`src/rtl/vps_pkg.sv`:
```
package vps_pkg;

    localparam int MAX_SPRITES_DEF = 64;
    localparam int PRIO_W          = 16;
    localparam int INDEX_W         = 6;

    // One slot of the insertion chain.
    typedef struct packed {
        logic                     valid;
        logic signed [PRIO_W-1:0] prio;
        logic [INDEX_W-1:0]       idx;
    } entry_t;

    // Per-cycle command broadcast to every cell.
    typedef struct packed {
        logic insert;   // place the incoming entry, push lower entries down
        logic drain;    // move every entry one slot toward the head
    } cell_ctl_t;

    typedef enum logic [1:0] {
        ST_LOAD,
        ST_DRAIN,
        ST_EMPTY
    } state_t;

endpackage

```
`src/rtl/visible_priority_stable_sorter.sv`:
```
// Load: one sprite record per cycle; each visible record is placed in the sorted chain at once.
// Output: after the last record, one result per cycle (under m_tready) from the chain head;
// a list of N stored visible sprites gives N results, an empty list one; input stalls meanwhile.
// The first result is valid the cycle after the last record is accepted.
// Reset (aresetn low, synchronous): all chain slots invalid, counters and flags cleared.
module visible_priority_stable_sorter
    import vps_pkg::*;
#(
    parameter int MAX_SPRITES = MAX_SPRITES_DEF
) (
    input  logic       aclk,
    input  logic       aresetn,

    input  logic       s_tvalid,
    output logic       s_tready,
    input  logic [15:0] s_tdata,   // [15:0] priority_req (signed)
    input  logic       s_tuser,    // [0] visible
    input  logic       s_tlast,    // last record of the list

    output logic       m_tvalid,
    input  logic       m_tready,
    output logic [7:0] m_tdata,    // [5:0] sprite_index, [7:6] zero
    output logic [1:0] m_tuser,    // [0] empty_res, [1] overflow
    output logic       m_tlast     // final_res
);

    localparam int CNT_W = $clog2(MAX_SPRITES + 1);

    state_t state_reg;
    state_t state_next;

    logic [CNT_W-1:0] arr_cnt_reg;
    logic [CNT_W-1:0] arr_cnt_next;
    logic             drop_reg;
    logic             drop_next;

    logic             s_hs;
    logic             m_hs;
    logic             room;
    logic             has_entry;

    cell_ctl_t        ctl;
    entry_t           new_ent;
    entry_t           chain [MAX_SPRITES];
    logic             keep  [MAX_SPRITES];
    entry_t           nil_ent;

    assign s_hs = s_tvalid && s_tready;
    assign m_hs = m_tvalid && m_tready;

    // A record finds room only while the list is below capacity.
    assign room = (arr_cnt_reg < CNT_W'(MAX_SPRITES));

    assign nil_ent = '{valid: 1'b0, prio: '0, idx: '0};

    assign new_ent.valid = 1'b1;
    assign new_ent.prio  = s_tdata;
    assign new_ent.idx   = INDEX_W'(arr_cnt_reg);

    // Insert visible records; drain moves the chain up one slot per accepted result.
    assign ctl.insert = s_hs && room && s_tuser;
    assign ctl.drain  = (state_reg == ST_DRAIN) && m_hs;

    // Anything stored once this record lands?
    assign has_entry = chain[0].valid || (room && s_tuser);

    for (genvar k = 0; k < MAX_SPRITES; k++) begin : g_cell
        entry_t up_e;
        entry_t down_e;
        logic   keep_u;

        if (k == 0) begin : g_head
            assign up_e   = nil_ent;
            assign keep_u = 1'b1;
        end else begin : g_mid
            assign up_e   = chain[k-1];
            assign keep_u = keep[k-1];
        end

        if (k == MAX_SPRITES - 1) begin : g_tail
            assign down_e = nil_ent;
        end else begin : g_body
            assign down_e = chain[k+1];
        end

        vps_cell u_cell (
            .aclk     (aclk),
            .aresetn  (aresetn),
            .ctl      (ctl),
            .new_ent  (new_ent),
            .keep_up  (keep_u),
            .up_ent   (up_e),
            .down_ent (down_e),
            .ent      (chain[k]),
            .keep     (keep[k])
        );
    end

    // Next-state logic.
    always_comb begin
        state_next = state_reg;
        unique case (state_reg)
            ST_LOAD: begin
                if (s_hs && s_tlast) begin
                    state_next = has_entry ? ST_DRAIN : ST_EMPTY;
                end
            end
            ST_DRAIN: begin
                if (m_hs && !chain[1].valid) begin
                    state_next = ST_LOAD;
                end
            end
            ST_EMPTY: begin
                if (m_hs) begin
                    state_next = ST_LOAD;
                end
            end
            default: state_next = ST_LOAD;
        endcase
    end

    // Counters and overflow flag: count arrivals, latch drops, clear at end of list.
    always_comb begin
        arr_cnt_next = arr_cnt_reg;
        drop_next    = drop_reg;
        if (s_hs) begin
            if (room) begin
                arr_cnt_next = arr_cnt_reg + CNT_W'(1);
            end else begin
                drop_next = 1'b1;
            end
            if (s_tlast) begin
                arr_cnt_next = '0;
            end
        end
        if (m_hs && m_tlast) begin
            drop_next = 1'b0;
        end
    end

    // Output logic: results come straight from the chain head register.
    always_comb begin
        s_tready = 1'b0;
        m_tvalid = 1'b0;
        m_tdata  = '0;
        m_tuser  = {drop_reg, 1'b0};
        m_tlast  = 1'b0;
        unique case (state_reg)
            ST_LOAD: begin
                s_tready = 1'b1;
            end
            ST_DRAIN: begin
                m_tvalid = 1'b1;
                m_tdata  = {2'b00, chain[0].idx};
                m_tlast  = !chain[1].valid;
            end
            ST_EMPTY: begin
                m_tvalid = 1'b1;
                m_tuser  = {drop_reg, 1'b1};
                m_tlast  = 1'b1;
            end
            default: begin
                s_tready = 1'b0;
            end
        endcase
    end

    always_ff @(posedge aclk) begin
        if (!aresetn) begin
            state_reg   <= ST_LOAD;
            arr_cnt_reg <= '0;
            drop_reg    <= 1'b0;
        end else begin
            state_reg   <= state_next;
            arr_cnt_reg <= arr_cnt_next;
            drop_reg    <= drop_next;
        end
    end

`ifndef SYNTHESIS
    // Loading and emitting never overlap.
    a_no_overlap: assert property (@(posedge aclk) disable iff (!aresetn)
        !(s_tready && m_tvalid))
        else $error("input and output active together");

    // While draining the head slot always holds an entry.
    a_head_valid: assert property (@(posedge aclk) disable iff (!aresetn)
        (state_reg == ST_DRAIN) |-> chain[0].valid)
        else $error("drain with empty chain head");

    // Arrival count stays within capacity.
    a_cnt_range: assert property (@(posedge aclk) disable iff (!aresetn)
        arr_cnt_reg <= CNT_W'(MAX_SPRITES))
        else $error("arrival count beyond capacity");

    // After the final result the chain is empty and loading resumes.
    a_final_clears: assert property (@(posedge aclk) disable iff (!aresetn)
        (m_hs && m_tlast) |=> (state_reg == ST_LOAD) && !chain[0].valid && !drop_reg)
        else $error("chain not cleared after final result");
`endif

endmodule

```
`src/rtl/vps_cell.sv`:
```
module vps_cell
    import vps_pkg::*;
(
    input  logic      aclk,
    input  logic      aresetn,
    input  cell_ctl_t ctl,
    input  entry_t    new_ent,
    input  logic      keep_up,
    input  entry_t    up_ent,
    input  entry_t    down_ent,
    output entry_t    ent,
    output logic      keep
);

    entry_t ent_reg;
    entry_t ent_next;

    // Stay put when holding an equal or higher priority (stable order).
    assign keep = ent_reg.valid && (ent_reg.prio >= new_ent.prio);
    assign ent  = ent_reg;

    always_comb begin
        ent_next = ent_reg;
        if (ctl.drain) begin
            ent_next = down_ent;
        end else if (ctl.insert && !keep) begin
            ent_next = keep_up ? new_ent : up_ent;
        end
    end

    // Only the valid bit is reset; payload follows it freely.
    always_ff @(posedge aclk) begin
        if (!aresetn) begin
            ent_reg.valid <= 1'b0;
        end else begin
            ent_reg.valid <= ent_next.valid;
        end
        ent_reg.prio <= ent_next.prio;
        ent_reg.idx  <= ent_next.idx;
    end

endmodule
```
`config.mk`:
```
export PLATFORM = sky130hd
export DESIGN_NAME = visible_priority_stable_sorter
export DESIGN_NICKNAME = d
export VERILOG_FILES = /design/src/rtl/vps_pkg.sv /design/src/rtl/visible_priority_stable_sorter.sv /design/src/rtl/vps_cell.sv
export SDC_FILE = /design/constraint.sdc
export NUM_CORES = 2
export LEC_CHECK = 0
export BUFFER_PORTS_ARGS = -buffer_cell sky130_fd_sc_hd__buf_2
export CAP_MARGIN = 10
export CORE_AREA = 2 2 404 406
export CTS_BUF_LIST = sky130_fd_sc_hd__clkbuf_16
export DETAILED_ROUTE_END_ITERATION = 8
export DIE_AREA = 0 0 406 408
export PLACE_DENSITY = 0.81
export SYNTH_ARGS = -nofsm -noshare
export SYNTH_HDL_FRONTEND = slang
export SYNTH_HIERARCHICAL = 1
export SYNTH_SLANG_ARGS = --single-unit
```
`constraint.sdc`:
```
create_clock -name aclk -period 8.8 [get_ports aclk]
set_input_delay 1.32 -clock aclk [delete_from_list [all_inputs] [get_ports aclk]]
set_output_delay 1.32 -clock aclk [all_outputs]
set_load 0.05 [all_outputs]
```
# ---- Yosys cells after proc, flatten, opt, wreduce, memory -nomap -nowiden
# Cells that the tools add are included.
dict set report totals {
  register_bits 1482
  inputBits 22
  output_inout_bits 13
  wordCells 743
}
dict set report classes {
  n_addsub 1
  magnitude_cmp 65
  n_eq_ne 5
  muxes 201
  n_bitwise 2
  reduce_logical 274
}
# op n
set op_table {}
lappend op_table {{23-bit 2-to-1 mux} 189}
lappend op_table {{16-bit >= comparator} 64}
lappend op_table {{1-bit logical AND} 137}
lappend op_table {{2-bit nonzero test} 64}
lappend op_table {{1-bit logical NOT} 65}
lappend op_table {{7-bit 2-to-1 mux} 2}
lappend op_table {{2-bit 2-to-1 mux} 4}
lappend op_table {{7-bit by 1-bit adder with 7-bit output, second input constant} 1}
lappend op_table {{7-bit < comparator, second input constant} 1}
lappend op_table {{6-bit 2-to-1 mux} 1}
lappend op_table {{2-bit case mux with 3 select lines} 1}
lappend op_table {{2-bit OR reduction} 3}
lappend op_table {{2-bit inequality test, second input constant} 2}
lappend op_table {{2-bit AND reduction} 2}
lappend op_table {{1-bit 2-to-1 mux} 3}
lappend op_table {{3-bit AND reduction} 1}
lappend op_table {{2-bit by 1-bit == test with 1-bit output, second input constant} 1}
lappend op_table {{2-bit == test, second input constant} 1}
lappend op_table {{2-bit logical NOT} 1}
lappend op_table {{2-bit by 1-bit inequality test with 1-bit output, second input constant} 1}
lappend op_table {{1-bit inverter} 2}
lappend op_table {{1-bit case mux with 2 select lines} 1}
lappend op_table {{1-bit logical OR} 1}

# ---- Depth between registers and ports, before layout
dict set report logic_depth {
  ltp_word 8
  mapped_depth 14
  depth_no_buf 13
}

# ---- By module
# The synthesis kept the hierarchy.
# mod n_inst cells_per_inst area_each_um2 seq_area_each_um2
set modules_own_cells {}
lappend modules_own_cells {{vps_cell (g_cell[0].u_cell ...)} 44 162 1610.3 680.7}
lappend modules_own_cells {{vps_cell (g_cell[50].u_cell ...)} 19 165 1632.8 680.7}
lappend modules_own_cells {{vps_cell (g_cell[23].u_cell)} 1 162 1607.8 680.7}
lappend modules_own_cells {visible_priority_stable_sorter 1 76 644.4 200.2}

# ---- Least setup slack after synthesis
# No wires, ideal clock.
dict set report synth_path {
  kind {input -> register}
  from {input port m_tready}
  to {register g_cell[50].u_cell.ent_reg (netlist bit g_cell[50].u_cell/ent[0]), enable pin}
  setup_time_ns 0.380
  arrival_ns 6.632
  required_ns 8.420
  setup_slack_ns 1.788
  path_stages 4
  path_buffers 1
  cell_sequence {and2_1 -> buf_6 -> or2b_1 -> o22a_1}
}
dict set report synth_between {
  elab_chain_cells 3
}
# item line_no
set synth_rtl {}
lappend synth_rtl {{start, declared} visible_priority_stable_sorter.sv:21} ;# input logic m_tready,
lappend synth_rtl {{1-bit logical AND} visible_priority_stable_sorter.sv:49} ;# assign m_hs = m_tvalid && m_tready;
lappend synth_rtl {{1-bit logical AND} visible_priority_stable_sorter.sv:62} ;# assign ctl.drain = (state_reg == ST_DRAIN) && m_hs;
lappend synth_rtl {{2-bit nonzero test (no line)} --}
lappend synth_rtl {{end, declared} vps_cell.sv:15} ;# entry_t ent_reg;
# No other way between the ends.
# A chain may end at the register's enable or synchronous reset.

# ---- Worst setup path after layout
dict set report layout_path {
  from {input port s_tdata[9]}
  to {register g_cell[32].u_cell.ent_reg (netlist bit g_cell[32].u_cell/ent[2]), enable pin}
}
dict set report layout_between {
  elab_chain_cells 5
}
# item line_no
set layout_rtl {}
lappend layout_rtl {{start, declared} visible_priority_stable_sorter.sv:16} ;# input logic [15:0] s_tdata,
lappend layout_rtl {{16-bit >= comparator} vps_cell.sv:19} ;# assign keep = ent_reg.valid && (ent_reg.prio >= new_ent.prio);
lappend layout_rtl {{1-bit logical AND} vps_cell.sv:19}
lappend layout_rtl {{1-bit logical NOT} vps_cell.sv:26} ;# end else if (ctl.insert && !keep) begin
lappend layout_rtl {{1-bit logical AND} vps_cell.sv:26}
lappend layout_rtl {{2-bit nonzero test (no line)} --}
lappend layout_rtl {{end, declared} vps_cell.sv:15}
# No other way between the ends.

==> impl_metrics.py <==
metrics = {
    "status": {
        "status": "complete, no violations",
    },
    "worst_setup_path": {
        "cp-startpoint": "s_tdata[9]",
        "cp.arrival_ns": 5.24,
        "crit_path_end_kind": "register",
        "slowest_delay_ns": 0.90,
        "worst-path-max-fanout": 52,
        "timing.rr.end": "g_cell[36].u_cell/ent[22]$_SDFFE_PN0P_",
        "rr_startpoint": "state_reg[1]$_SDFFE_PN0P_",
        "reg2reg_setup_slack_ns": 4.76,
        "setup.worst_path.start_class": "primary input",
        "cp-endpoint": "g_cell[32].u_cell/ent[2]$_DFFE_PP_",
        "ff2ff_path_depth": 9,
        "crit_family": "buffers and inverters",
        "critical_path_buf_inv_count": 3,
        "path_cells": "buf_6 > buf_4 > inv_1 > ha_1 > nand4_1 > nor4_2 > o21ai_1 > nand3_1 > mux2i_1 > o22a_1",
        "crit_required_ns": 9.22,
        "worstSetupPathDepth": 10,
        "critPathKind": "in -> reg",
        "slowest_stage": "o22a_1",
    },
    "finish": {
        "final-seq-area_um2": 43800,
        "largest_reg_flops": 1472,
        "synthToLayoutAreaGrowth_pct": 7.08,
        "final_area_um2": 111000,
        "multi_input_area_um2": 54300,
        "diodes": 0,
        "finalCoreUtilization_pct": 69.0,
        "layout-drive-gt1-share_pct": 6.70,
        "fillers": 11900,
        "nNetsFinal": 11500,
    },
    "global_route": {
        "grt_first_pass_wirelength_um": 440000,
        "grt_overflow": 0,
        "grt_usage_pct": 33.0,
        "grt_pass1_vias": 81300,
        "antenna_found_initial": 5,
        "grt_max_degree": 259,
    },
    "placement": {
        "dp_slack_ns": 3.41,
        "gp_congestion": 0.914,
        "hpwl_um": 190000,
        "place_area_um2": 106000,
        "io_buffer_count": 32,
    },
    "sta": {
        "timing.hold.ws_ns": 0.527,
        "slew_headroom_pct": 22.5,
        "setup_viol_count_final": 0,
        "finalSetupTns_ns": 0,
        "hold_viol": 0,
        "tightest_slew_ns": 1.16,
        "period_share_pct": 54.8,
        "fmax_mhz": 207,
        "layout_setup_ws_ns": 3.97,
        "slew_violations": 0,
        "rsz0062_at_grt": "no",
        "period_needed_ns": 4.83,
        "clock_skew_ns": 0.0258,
    },
    "power": {
        "p_sw_share_pct": 28.2,
        "comb_power_share_pct": 14.8,
        "seq_power_share_pct": 48.0,
        "power.switching_mw": 5.30,
        "power.internal_mw": 13.5,
        "p_clk_share_pct": 37.2,
        "leakagePower_nw": 40.6,
        "ir_drop_mv": 0.216,
        "powerDensity_nw_per_um2": 169,
    },
    "clocking": {
        "cts_buffer_depth": 3,
        "cts_buffers": 163,
        "clock_latency_ns": 0.82,
        "clk_pin_slew_ns": 0.06,
        "post_cts_buffers": 0,
        "h-tree-depth": 4,
        "cts_tree": "done",
        "cts-root-buf": "clkbuf_16",
        "holdBufCountCts": 0,
        "ctsResizeCount": 0,
        "cts_sinks": 1482,
    },
    "routing": {
        "drt-total-wl_um": 280000,
        "routed_via_density": 6.39,
        "via_count": 81200,
        "wl_per_cell_um": 22.0,
        "drc_errors": 0,
        "firstDrtPassIters": 9,
        "drtAntennaViolNets": 0,
        "drt-initial-drc-count": 9639,
    },
    "worst_hold_path": {
        "hold_path_class": "reg -> reg",
    },
    "flow_run": {
        "max-cap-violations": 0,
    },
    "floorplanning": {
        "dieArea_um2": 166000,
        "ioPinCount": 35,
        "coreArea_um2": 162000,
        "rows": 148,
        "initial_core_util_pct": 64.4,
        "die-width_um": 406,
        "die_y_um": 408,
    },
    "logic_synthesis": {
        "syn_inst": 10500,
        "syn-cell-area_um2": 104000,
        "syn_avg_cell_area_um2": 9.92,
        "ys_warn_count": 6,
    },
}
==> worst min path at each step <==
stage	start	endpoint	slack, ns	cells past startpoint
floorplan	arr_cnt_reg[6]$_SDFFE_PN0P_	arr_cnt_reg[6]$_SDFFE_PN0P_	0.46	2
global placement	arr_cnt_reg[6]$_SDFFE_PN0P_	arr_cnt_reg[6]$_SDFFE_PN0P_	0.50	2
detailed placement	arr_cnt_reg[6]$_SDFFE_PN0P_	arr_cnt_reg[6]$_SDFFE_PN0P_	0.50	2
CTS	arr_cnt_reg[6]$_SDFFE_PN0P_	arr_cnt_reg[6]$_SDFFE_PN0P_	0.52	2
global route	state_reg[0]$_SDFFE_PN0P_	state_reg[0]$_SDFFE_PN0P_	0.56	1
finish	arr_cnt_reg[6]$_SDFFE_PN0P_	arr_cnt_reg[6]$_SDFFE_PN0P_	0.53	2
==> worst reg2reg max path: stages, from the launching register on <==
cell and delay (ns):
dfxtp_1 0.33, inv_1 0.08, ha_1 0.33, and2_4 0.80, buf_12 0.76, buf_4 1.05, nor3b_1 0.17, a21oi_1 0.20
a21bo_2 0.15, a31oi_1 0.03
==> power groups by stage <==
stage	clock network (mW)	registers (mW)	logic, mW
floorplan	0	8.87	1.91
global placement	0	9.13	2.51
detailed placement	0	9.14	2.70
CTS	7.05	9.00	2.72
global route	7.32	9.06	3.09
finish	6.99	9.02	2.78
==> stage by stage <==
stage / power, mW / cells
floorplan: 10.8 / 10600
global placement: 11.6 / 12400
detailed placement: 11.8 / 12400
CTS: 18.8 / 12700
global route: 19.5 / 12700
finish: 18.8 / 12700
==> cells in the final DEF (no fill, tap or decap), drive strengths merged, types with 46 or more instances in the layout <==
| master | count |
|---|---|
| nor2 | 155 |
| mux2i | 1537 |
| ha | 1028 |
| clkbuf | 167 |
| nor2b | 104 |
| dfxtp | 74 |
| buf | 149 |
| nand2 | 1605 |
| conb | 113 |
| edfxtp | 1408 |
| inv | 1112 |
| nand4 | 192 |
| o22a | 64 |
| a21o | 64 |
| o21ai | 1512 |
| nor3b | 46 |
| clkinv | 58 |
| or2b | 64 |
| nor4 | 65 |
| nand3 | 158 |
| and2b | 46 |
| a21oi | 434 |
==> routing by layer <==
layer	GRT usage [%]	up-vias	share of wire, %
li1	-	37600	-
met1	44.1	39000	41
met2	54.2	3893	47
met3	4.41	778	8.1
met4	13.5	0	4.0
met5	0	-	0
==> final cells by class <==
type,count,share of cell area [%]
flip-flops and latches,1482,39.3
clock inverters,134,1.06
repair buffers,149,1.20
clock buffers,167,3.75
well taps,2175,2.44
multi-input cells,7546,48.7
inverters,1066,3.59
No activity file was read; power rests on OpenSTA's default activity.
